==> src/hw/rtl/rrm_pkg.sv <==
// shared types and constants of the ring robot motion controller
// no dependencies
package rrm_pkg;

  typedef enum logic [7:0] {
    MODE_WAIT   = 8'b0000_0001,
    MODE_SEARCH = 8'b0000_0010,
    MODE_GO     = 8'b0000_0100,
    MODE_HALF   = 8'b0000_1000,
    MODE_QLEFT  = 8'b0001_0000,
    MODE_QRIGHT = 8'b0010_0000,
    MODE_ESC    = 8'b0100_0000,
    MODE_ESC2   = 8'b1000_0000
  } mode_e;

  localparam logic [2:0] CODE_WAIT   = 3'd0;
  localparam logic [2:0] CODE_SEARCH = 3'd1;
  localparam logic [2:0] CODE_GO     = 3'd2;
  localparam logic [2:0] CODE_HALF   = 3'd3;
  localparam logic [2:0] CODE_QLEFT  = 3'd4;
  localparam logic [2:0] CODE_QRIGHT = 3'd5;
  localparam logic [2:0] CODE_ESC    = 3'd6;
  localparam logic [2:0] CODE_ESC2   = 3'd7;

  localparam logic [2:0] DIR_FL   = 3'd0;
  localparam logic [2:0] DIR_FR   = 3'd1;
  localparam logic [2:0] DIR_BL   = 3'd2;
  localparam logic [2:0] DIR_BR   = 3'd3;
  localparam logic [2:0] DIR_FWD  = 3'd4;
  localparam logic [2:0] DIR_BACK = 3'd5;

  localparam logic [2:0] REG_GO_TICKS      = 3'd0;
  localparam logic [2:0] REG_ESC_TICKS     = 3'd1;
  localparam logic [2:0] REG_ESC2_TICKS    = 3'd2;
  localparam logic [2:0] REG_QUARTER_TICKS = 3'd3;
  localparam logic [2:0] REG_HALF_TICKS    = 3'd4;

  localparam logic [15:0] GO_TICKS_RST      = 16'd1000;
  localparam logic [15:0] ESC_TICKS_RST     = 16'd8000;
  localparam logic [15:0] ESC2_TICKS_RST    = 16'd2000;
  localparam logic [15:0] QUARTER_TICKS_RST = 16'd8000;
  localparam logic [15:0] HALF_TICKS_RST    = 16'd16000;

  localparam logic signed [8:0] SPD_FWD      = 9'sd255;
  localparam logic signed [8:0] SPD_REV      = -9'sd255;
  localparam logic signed [8:0] SPD_REV_SOFT = -9'sd205;
  localparam logic signed [8:0] SPD_FWD_SOFT = 9'sd105;
  localparam logic signed [8:0] SPD_STOP     = 9'sd0;

  localparam logic [15:0] CNT_MAX = 16'hFFFF;

  function automatic logic [2:0] mode_code(mode_e m);
    logic [2:0] c;
    c = CODE_WAIT;
    case (m)
      MODE_WAIT:   c = CODE_WAIT;
      MODE_SEARCH: c = CODE_SEARCH;
      MODE_GO:     c = CODE_GO;
      MODE_HALF:   c = CODE_HALF;
      MODE_QLEFT:  c = CODE_QLEFT;
      MODE_QRIGHT: c = CODE_QRIGHT;
      MODE_ESC:    c = CODE_ESC;
      MODE_ESC2:   c = CODE_ESC2;
      default:     c = CODE_WAIT;
    endcase
    return c;
  endfunction

endpackage

==> src/hw/rtl/ring_robot_motion_fsm_unit.sv <==
// ring robot motion controller: one control tick in, one motor command out
// depends on rrm_pkg
//
// usage: each transfer on the s_axis side is one control tick carrying the
// sonar, side range, edge line, button and start-delay readings. each tick
// produces exactly one transfer on the m_axis side with the left and right
// motor speeds, the drive-update flag, the start-timer request and the new
// mode code. limits are written through cfg_we_i / cfg_idx_i / cfg_data_i
// while the unit is idle; an index above four is ignored.
// the tick goes into an input register, the combinational mode update reads
// it and the result lands in the output register: m_axis_tvalid_o rises once
// the output register is loaded. one tick per cycle is sustained while the
// receiver takes each output; the mode and counter update is combinational.
// reset puts the unit in wait mode with the counter, escape direction and
// start latch cleared and the limits at their defaults. when the receiver
// stalls the output register holds and the input register fills, then
// s_axis_tready_o drops; nothing is lost or repeated.
module ring_robot_motion_fsm_unit (
  input  logic        clk_i,
  input  logic        rst_ni,
  input  logic        s_axis_tvalid_i,
  output logic        s_axis_tready_o,
  // sonar_distance[15:0], range_left[31:16], range_right[47:32],
  // edge_front_left[48], edge_front_right[49], edge_back_left[50],
  // edge_back_right[51], button_pressed[52], start_delay_active[53]
  input  logic [55:0] s_axis_tdata_i,
  output logic        m_axis_tvalid_o,
  input  logic        m_axis_tready_i,
  // left_speed[8:0], right_speed[17:9], drive_update[18],
  // start_timer_request[19], mode_code[22:20]
  output logic [23:0] m_axis_tdata_o,
  input  logic        cfg_we_i,
  input  logic [2:0]  cfg_idx_i,
  input  logic [15:0] cfg_data_i
);
  import rrm_pkg::*;

  logic [15:0] go_ticks_q, esc_ticks_q, esc2_ticks_q, quarter_ticks_q, half_ticks_q;

  logic        in_valid_q;
  logic [53:0] in_data_q;

  mode_e       mode_q, mode_d;
  logic [15:0] cnt_q, cnt_d;
  logic [2:0]  dir_q, dir_d;
  logic        latch_q, latch_d;

  logic              out_valid_q;
  logic signed [8:0] left_q, right_q, left_d, right_d;
  logic              upd_q, upd_d;
  logic              treq_q, treq_d;
  logic [2:0]        code_q;

  logic advance;
  logic sonar, rl, rr, fl, fr, bl, br, button, delay, any_edge;
  logic [15:0] cnt_inc;

  assign advance         = in_valid_q && (!out_valid_q || m_axis_tready_i);
  assign s_axis_tready_o = !in_valid_q || advance;

  // config registers
  always_ff @(posedge clk_i or negedge rst_ni) begin
    if (!rst_ni) begin
      go_ticks_q      <= GO_TICKS_RST;
      esc_ticks_q     <= ESC_TICKS_RST;
      esc2_ticks_q    <= ESC2_TICKS_RST;
      quarter_ticks_q <= QUARTER_TICKS_RST;
      half_ticks_q    <= HALF_TICKS_RST;
    end else if (cfg_we_i) begin
      case (cfg_idx_i)
        REG_GO_TICKS:      go_ticks_q      <= cfg_data_i;
        REG_ESC_TICKS:     esc_ticks_q     <= cfg_data_i;
        REG_ESC2_TICKS:    esc2_ticks_q    <= cfg_data_i;
        REG_QUARTER_TICKS: quarter_ticks_q <= cfg_data_i;
        REG_HALF_TICKS:    half_ticks_q    <= cfg_data_i;
        default: ;
      endcase
    end
  end

  // input register
  always_ff @(posedge clk_i or negedge rst_ni) begin
    if (!rst_ni) begin
      in_valid_q <= 1'b0;
    end else if (s_axis_tready_o) begin
      in_valid_q <= s_axis_tvalid_i;
    end
  end

  always_ff @(posedge clk_i) begin
    if (s_axis_tready_o && s_axis_tvalid_i) begin
      in_data_q <= s_axis_tdata_i[53:0];
    end
  end

  assign sonar    = |in_data_q[15:0];
  assign rl       = |in_data_q[31:16];
  assign rr       = |in_data_q[47:32];
  assign fl       = in_data_q[48];
  assign fr       = in_data_q[49];
  assign bl       = in_data_q[50];
  assign br       = in_data_q[51];
  assign button   = in_data_q[52];
  assign delay    = in_data_q[53];
  assign any_edge = fl | fr | bl | br;
  assign cnt_inc  = (cnt_q == CNT_MAX) ? cnt_q : cnt_q + 16'd1;

  // mode update
  always_comb begin
    mode_d  = mode_q;
    cnt_d   = cnt_q;
    dir_d   = dir_q;
    latch_d = latch_q;
    left_d  = SPD_STOP;
    right_d = SPD_STOP;
    upd_d   = 1'b0;
    treq_d  = 1'b0;
    case (mode_q)
      MODE_WAIT: begin
        if (button && !latch_q) begin
          treq_d  = 1'b1;
          latch_d = 1'b1;
        end
        if (!delay) begin
          mode_d = (!sonar && !rl && !rr) ? MODE_HALF : MODE_SEARCH;
        end
      end
      MODE_SEARCH: begin
        if (any_edge) begin
          cnt_d  = 16'd0;
          mode_d = MODE_ESC;
        end else if (sonar) begin
          cnt_d  = 16'd0;
          mode_d = MODE_GO;
        end else if (rl) begin
          cnt_d  = 16'd0;
          mode_d = MODE_QLEFT;
        end else if (rr) begin
          cnt_d  = 16'd0;
          mode_d = MODE_QRIGHT;
        end else begin
          left_d  = SPD_FWD;
          right_d = SPD_FWD;
          upd_d   = 1'b1;
        end
      end
      MODE_GO: begin
        left_d  = SPD_FWD;
        right_d = SPD_FWD;
        upd_d   = 1'b1;
        cnt_d   = cnt_inc;
        if (any_edge) begin
          cnt_d  = 16'd0;
          mode_d = MODE_ESC;
        end else if (!sonar && cnt_inc > go_ticks_q) begin
          cnt_d  = 16'd0;
          mode_d = MODE_SEARCH;
        end
      end
      MODE_HALF, MODE_QLEFT, MODE_QRIGHT: begin
        upd_d   = 1'b1;
        left_d  = (mode_q == MODE_QLEFT) ? SPD_REV : SPD_FWD;
        right_d = (mode_q == MODE_QLEFT) ? SPD_FWD : SPD_REV;
        cnt_d   = cnt_inc;
        if (any_edge) begin
          cnt_d  = 16'd0;
          mode_d = MODE_ESC;
        end else if (cnt_inc > ((mode_q == MODE_HALF) ? half_ticks_q : quarter_ticks_q)) begin
          left_d  = SPD_FWD;
          right_d = SPD_FWD;
          cnt_d   = 16'd0;
          mode_d  = MODE_GO;
        end
      end
      MODE_ESC: begin
        cnt_d = cnt_inc;
        if (fl || fr) begin
          cnt_d   = 16'd0;
          left_d  = SPD_REV;
          right_d = SPD_REV;
          upd_d   = 1'b1;
          dir_d   = (fl && fr) ? DIR_BACK : (fl ? DIR_BL : DIR_BR);
        end
        if (bl || br) begin
          cnt_d   = 16'd0;
          left_d  = SPD_FWD;
          right_d = SPD_FWD;
          upd_d   = 1'b1;
          dir_d   = (bl && br) ? DIR_FWD : (bl ? DIR_FR : DIR_FL);
        end
        if (cnt_d > esc_ticks_q) begin
          cnt_d  = 16'd0;
          mode_d = MODE_ESC2;
        end
      end
      MODE_ESC2: begin
        cnt_d = cnt_inc;
        if (any_edge) begin
          cnt_d  = 16'd0;
          mode_d = MODE_ESC;
        end else begin
          upd_d = 1'b1;
          case (dir_q)
            DIR_FWD: begin
              left_d  = SPD_FWD;
              right_d = SPD_FWD;
            end
            DIR_BACK: begin
              left_d  = SPD_REV;
              right_d = SPD_REV;
            end
            DIR_FL: begin
              left_d  = SPD_REV_SOFT;
              right_d = SPD_FWD;
            end
            DIR_FR: begin
              left_d  = SPD_FWD;
              right_d = SPD_REV_SOFT;
            end
            DIR_BL: begin
              left_d  = SPD_FWD_SOFT;
              right_d = SPD_REV;
            end
            DIR_BR: begin
              left_d  = SPD_REV;
              right_d = SPD_FWD_SOFT;
            end
            default: upd_d = 1'b0;
          endcase
          if (cnt_inc >= esc2_ticks_q) begin
            cnt_d   = 16'd0;
            left_d  = SPD_STOP;
            right_d = SPD_STOP;
            upd_d   = 1'b1;
            mode_d  = MODE_SEARCH;
          end
        end
      end
      default: begin
        mode_d = MODE_WAIT;
      end
    endcase
  end

  // state, updated once per tick
  always_ff @(posedge clk_i or negedge rst_ni) begin
    if (!rst_ni) begin
      mode_q  <= MODE_WAIT;
      cnt_q   <= 16'd0;
      dir_q   <= DIR_FL;
      latch_q <= 1'b0;
    end else if (advance) begin
      mode_q  <= mode_d;
      cnt_q   <= cnt_d;
      dir_q   <= dir_d;
      latch_q <= latch_d;
    end
  end

  // output register
  always_ff @(posedge clk_i or negedge rst_ni) begin
    if (!rst_ni) begin
      out_valid_q <= 1'b0;
    end else if (advance) begin
      out_valid_q <= 1'b1;
    end else if (m_axis_tready_i) begin
      out_valid_q <= 1'b0;
    end
  end

  always_ff @(posedge clk_i) begin
    if (advance) begin
      left_q  <= left_d;
      right_q <= right_d;
      upd_q   <= upd_d;
      treq_q  <= treq_d;
      code_q  <= mode_code(mode_d);
    end
  end

  assign m_axis_tvalid_o = out_valid_q;
  assign m_axis_tdata_o  = {1'b0, code_q, treq_q, upd_q, right_q, left_q};

endmodule
==> config.mk <==
export PLATFORM = sky130hd
export DESIGN_NAME = ring_robot_motion_fsm_unit
export DESIGN_NICKNAME = d
export VERILOG_FILES = /design/src/hw/rtl/rrm_pkg.sv /design/src/hw/rtl/ring_robot_motion_fsm_unit.sv
export SDC_FILE = /design/constraint.sdc
export NUM_CORES = 1
export LEC_CHECK = 0
export CAP_MARGIN = 20
export CORE_UTILIZATION = 45
export DETAILED_ROUTE_END_ITERATION = 16
export DONT_BUFFER_PORTS = 1
export GPL_ROUTABILITY_DRIVEN = 0
export SLEW_MARGIN = 10
export SYNTH_ARGS = -nofsm -noshare
export SYNTH_HDL_FRONTEND = slang
export SYNTH_SLANG_ARGS = --single-unit
==> constraint.sdc <==
create_clock -name clk_i -period 5.35 [get_ports clk_i]
set_input_delay 0 -clock clk_i [delete_from_list [all_inputs] [get_ports clk_i]]
set_output_delay 0 -clock clk_i [all_outputs]
set_load 0.005 [all_outputs]
# Yosys cells after proc, flatten, opt, wreduce, memory -nomap -nowiden
# Cells that the tools add are included.
# classes
add_sub_neg,1
order_cmp,4
n_eq_ne,26
n_mux,71
bitwise,3
reduce_logical,41
# op_table
cell,n
16-bit two-way mux,16
8-bit two-way mux,16
9-bit two-way mux,12
9-bit one-hot mux with 5 select lines,2
16-bit one-hot mux with 5 select lines,1
9-bit one-hot mux with 4 select lines,2
16-bit > comparator,3
8-bit one-hot mux with 6 select lines,1
16-bit OR reduction,3
3-bit one-hot mux with 7 select lines,1
"16-bit by 1-bit adder with 16-bit output, second input constant",1
"16-bit == test, second input constant",1
"8-bit by 2-bit == test with 1-bit output, second input constant",2
"8-bit by 3-bit == test with 1-bit output, second input constant",2
"8-bit by 4-bit == test with 1-bit output, second input constant",2
"8-bit by 5-bit == test with 1-bit output, second input constant",2
"8-bit by 6-bit == test with 1-bit output, second input constant",2
"8-bit by 7-bit == test with 1-bit output, second input constant",2
"8-bit == test, second input constant",2
16-bit >= comparator,1
1-bit two-way mux,14
"3-bit by 2-bit == test with 1-bit output, second input constant",4
3-bit two-way mux,4
2-bit AND reduction,5
other kinds (18),45
# word_totals
reg_bits,187
out_inout_bits,26
word_cells,163

# Longest topological paths before layout
# depth
ltp_word,10
depth_mapped,20

# Worst setup path after synthesis
# No wires, ideal clock.
# synth_timing
kind,reg-to-reg
from,reg cnt_q[1]
to,"reg code_q[1], data pin"
setup_time_ns,0.272
t_arrival_ns,4.127
setup_slack_ns,0.952
stages_incl_launch_ff,17
path_buffers,0
synth_period_minus_slack_ns,4.398
path_cell_list,dfrtp_1 > ha_1 > nand3_1 > or4_2 > and3_1 > nand4_1 > xor2_1 > inv_1 > ha_1 > and4_1 > a21oi_1 > a31oi_1 > a2111oi_0 > and2_1 > a211oi_2 > o31ai_1 > a2111oi_2
# synth_via
elab_chain_cells,10
word_cells_on_any_way,27
cone_classes,add/sub (1); order compare (4); eq/ne (8); mux (13); reduce/logical (1)
# synth_lines
element,line_no,rtl
"start, declared",ring_robot_motion_fsm_unit.sv:44,"logic [15:0] cnt_q, cnt_d;"
"start signal, assigned",ring_robot_motion_fsm_unit.sv:254,cnt_q <= cnt_d;
16-bit by 1-bit adder with 16-bit output / 16-bit == test (equally long branches),ring_robot_motion_fsm_unit.sv:106,assign cnt_inc = (cnt_q == CNT_MAX) ? cnt_q : cnt_q + 16'd1;
16-bit two-way mux *,ring_robot_motion_fsm_unit.sv:106,
16-bit two-way mux,ring_robot_motion_fsm_unit.sv:177,if (fl || fr) begin
16-bit two-way mux,ring_robot_motion_fsm_unit.sv:184,if (bl || br) begin
16-bit two-way mux,ring_robot_motion_fsm_unit.sv:118,case (mode_q)
16-bit > comparator,ring_robot_motion_fsm_unit.sv:191,if (cnt_d > esc_ticks_q) begin
8-bit two-way mux,ring_robot_motion_fsm_unit.sv:191,
8-bit one-hot mux with 6 select lines *,ring_robot_motion_fsm_unit.sv:118,
8-bit == test (tied with other cells),rrm_pkg.sv:55,case (m)
3-bit one-hot mux with 7 select lines *,rrm_pkg.sv:55,
"end signal, assigned",ring_robot_motion_fsm_unit.sv:277,code_q <= mode_code(mode_d);
"end, declared",ring_robot_motion_fsm_unit.sv:52,logic [2:0] code_q;
# Every way passes the cells marked *; elsewhere a longest branch is shown, timed or not. The select of a mux whose other input is x is not followed.
# A chain may end at the register's enable or synchronous reset.

# Final worst setup path
# layout_timing
from,reg cnt_q[1]
to,reg cnt_q[10]
# layout_via
elab_chain_cells,8
word_cells_on_any_way,19
cone_classes,add/sub (1); order compare (4); eq/ne (1); mux (12); reduce/logical (1)
# layout_lines
element,line_no
16-bit by 1-bit adder with 16-bit output / 16-bit == test (equally long branches),ring_robot_motion_fsm_unit.sv:106
16-bit two-way mux *,ring_robot_motion_fsm_unit.sv:106
16-bit two-way mux,ring_robot_motion_fsm_unit.sv:177
16-bit two-way mux,ring_robot_motion_fsm_unit.sv:184
16-bit two-way mux,ring_robot_motion_fsm_unit.sv:118
16-bit > comparator,ring_robot_motion_fsm_unit.sv:191
16-bit two-way mux,ring_robot_motion_fsm_unit.sv:191
16-bit one-hot mux with 5 select lines *,ring_robot_motion_fsm_unit.sv:118
# Marks and branches as above.

==> flow_summary.toml <==
[worst_setup_path]
cp_max_fo = 18
crit_type = "reg -> reg"
crit_path_start_kind = "flop"
cp_data_arrival_time_ps = 5330
cp-end-kind = "flop"
crit_required_ps = 5720

[cells_and_area]
area_growth_pct = 20.1
layout.cells.non_filler = 1268
antenna_cells = 0
finalNetCount = 1121
drive_gt1_share_pct = 15.8

[sta]
rsz0062_at_grt = "no"
slew_viol_final = 0
finalCritPeriodShare_pct = 92.7
report.final.hold_viol_count = 0
setup_tns_ps = 0
period_minus_slack_ps = 4960
finalSetupViolCount = 0
clock_skew_ps = 11.6
worst_pin_slew_ps = 1070
slew-limit-headroom_pct = 27.8
fmax_mhz = 202

[synthesis]
yosys_warnings = 0
synth_area_leaders = "edfxtp_1 (22%), dfrtp_1 (21%), dfstp_2 (8.5%)"
yosys.area_share.simple_pct = 15.7
synth_top_area_share_pct = 22.2
synth_most_common_cell = "nand2_1"
synth_common_cells = "nand2_1 (101), o21ai_0 (81), dfrtp_1 (79)"
synthFlopType = "dfrtp_1"
muxShareOfSynthArea_pct = 6.69
synthesis.area_um2 = 9610
synth_top_area_cell = "edfxtp_1"
synth_area_per_cell_um2 = 10.8
synth_edf_count = 71
synth.distinct_cells = 78
synth_compound_area_share_pct = 12.2
synth_top_family_by_area = "simple AND/OR/NAND/NOR gates"
synth-adder-area-share_pct = 7.94
yosysSeqAreaShare_pct = 51.2
synth-seq-cells = 181
synthesis.nets = 1029
syn_inst = 888
synth_xor_area_share_pct = 1.95
synthArstFlopShare_pct = 60.8

[routing]
drt_first_pass_iters = 5
drtIter0Drc = 463
drc = 0
routed_wl_mm = 22.1
ant_nets = 0
vias = 6943
avgRoutedWirePerCell_um = 17.4
vias_per_cell = 5.48

[clocking]
cts-root-buf = "clkbuf_16"
h-tree-depth = 4
clock_latency_ps = 440
cts.sinks = 181
clockBufferDepth = 2
tritoncts = "built"
path_clk_slew_ps = 80
cts_buffers = 17

[die]
start_util_pct = 45.9
pin_count = 106
coreArea_um2 = 21000
die_w_um = 148
dieArea_um2 = 21900
num_rows = 53
die_y_um = 148

[power]
switching_share_pct = 32.0
intPower_uw = 2760
pwr-share-seq_pct = 45.3
power_frac_clock_pct = 32.4
power_leakage_uw = 0.00486
ir_drop_v = 0.000233
p_sw_uw = 1300
pwr-share-comb_pct = 22.3
power_density_nw_per_um2 = 352

[min_path]
hold_path.class = "in -> reg"

[run_status]
status = "finished, final reports clean"

[global_routing]
grt_overflow = 0
grt_pass1_wl_mm = 36.3
grt_max_degree = 111
antenna_found_initial = 0
grt_pass1_vias = 6973
grt_use_total_pct = 21.3

[placement]
io_buffers = 0
placedCellCount = 1143
hpwl_mm = 15.3

[flow_run]
cap_violations = 0
## worst paths after layout
check                                startpoint            endpoint  slack, ps  cells after the start
worst max-delay path                   cnt_q[1]           cnt_q[10]        390                     17
worst min-delay path            s_axis_tvalid_i       in_data_q[15]         50                      1
worst max register to register         cnt_q[1]           cnt_q[10]        390                     17
worst min register to register          latch_q             latch_q        500                      1
max in group asynchronous                rst_ni           mode_q[5]       4730                      2
min in group asynchronous                rst_ni  quarter_ticks_q[2]        170                      2
## power groups by stage
| stage | clock (uW) | sequential (uW) | combinational (uW) |
|---|---|---|---|
| 2_1_floorplan | 0 | 1820 | 672 |
| 3_3_place_gp | 0 | 1860 | 802 |
| 3_5_place_dp | 0 | 1870 | 819 |
| 4_1_cts | 1330 | 1840 | 900 |
| 5_1_grt | 1400 | 1870 | 1010 |
| 6_report | 1320 | 1840 | 904 |
## metrics by stage
stage               area, um^2  total power [uW]  setup WS, ps  util (%)  hold WS [ps]
global route             11500              4280          9.10      55.1          43.3
finish                   11500              4060           390      55.1          54.7
CTS                      11500              4080           159      54.8          52.9
global placement          9930              2670           196      47.4          -291
detailed placement        9930              2690           202      47.4          -291
floorplan                 9610              2500           952         -          -296
## critical path, cell delays in order (launching register included)
cell,delay [ps]
dfrtp_1,430
ha_1,240
nand3_1,170
or4_2,720
and3_1,300
nand2_1,110
xor2_1,300
inv_1,160
ha_1,360
a21oi_1,130
a21oi_1,80
o31ai_1,490
nand3_1,280
o32ai_4,350
nor4b_4,70
buf_4,210
o311ai_0,310
o21a_1,170
## layout by cell type, fill, tap and decap left out, drive strengths merged, types with 7 or more instances in the layout
cell           n
o21ai         82
nand4         15
o31ai          8
and3           9
nor3          18
buf           19
nand4b         7
mux2          42
ha            61
nor4          19
clkinv         7
inv           70
nand2        101
and2          12
edfxtp        71
xor2          11
mux2i         17
nand3         25
clkbuf        18
o21a          12
a21oi         35
xnor2          7
dfstp         31
dfrtp         79
nor2          41
dlygate4sd3   89
## cell families (layout without fill, tap and decap cells)
logic type | Yosys count | count (layout)
and+or+nand+nor | 285 | 285
xor gates and xnor gates | 19 | 19
AOI/OAI and AO/OA | 184 | 184
DFF | 181 | 181
other | 1 | 1
buffers and inverters | 98 | 203
adders and majority gates | 61 | 61
muxes | 59 | 59
## state kept, by name (all words and copies together), names as in the netlist, 3 cells and up
register and flops:
quarter_ticks_q 16, right_q 6, esc_ticks_q 16, dir_q 3
half_ticks_q 16, code_q 3, go_ticks_q 16, left_q 6
cnt_q 16, esc2_ticks_q 16, in_data_q 54, mode_q 8
## cell type report
cell class	count	area [um^2]
multi-input cells	609	4330
well taps	275	344
flip-flops and latches	181	4920
repair buffers	109	1080
fillers	1852	9410
clock buffers	17	425
inverters	62	233
clock inverters	15	206
## routing by layer
| layer | part of all wire [%] | GRT usage (%) | vias to the layer above | wire length [um] |
|---|---|---|---|---|
| met1 | 48 | 29.3 | 3382 | 10500 |
| li1 | - | - | 3408 | - |
| met2 | 47 | 34.6 | 138 | 10500 |
| met4 | 0.99 | 5.26 | 0 | 218 |
| met3 | 4.0 | 4.39 | 15 | 873 |
| met5 | 0 | 0 | - | 0 |
## repair_timing
item,4_1_cts,5_1_grt
gates resized for setup,0,3
hold endpoints to repair,246,0
hold buffers,90,0
setup buffers,0,0
endpoints found under the setup margin,0,16
No activity file was read; power rests on OpenSTA's default activity.
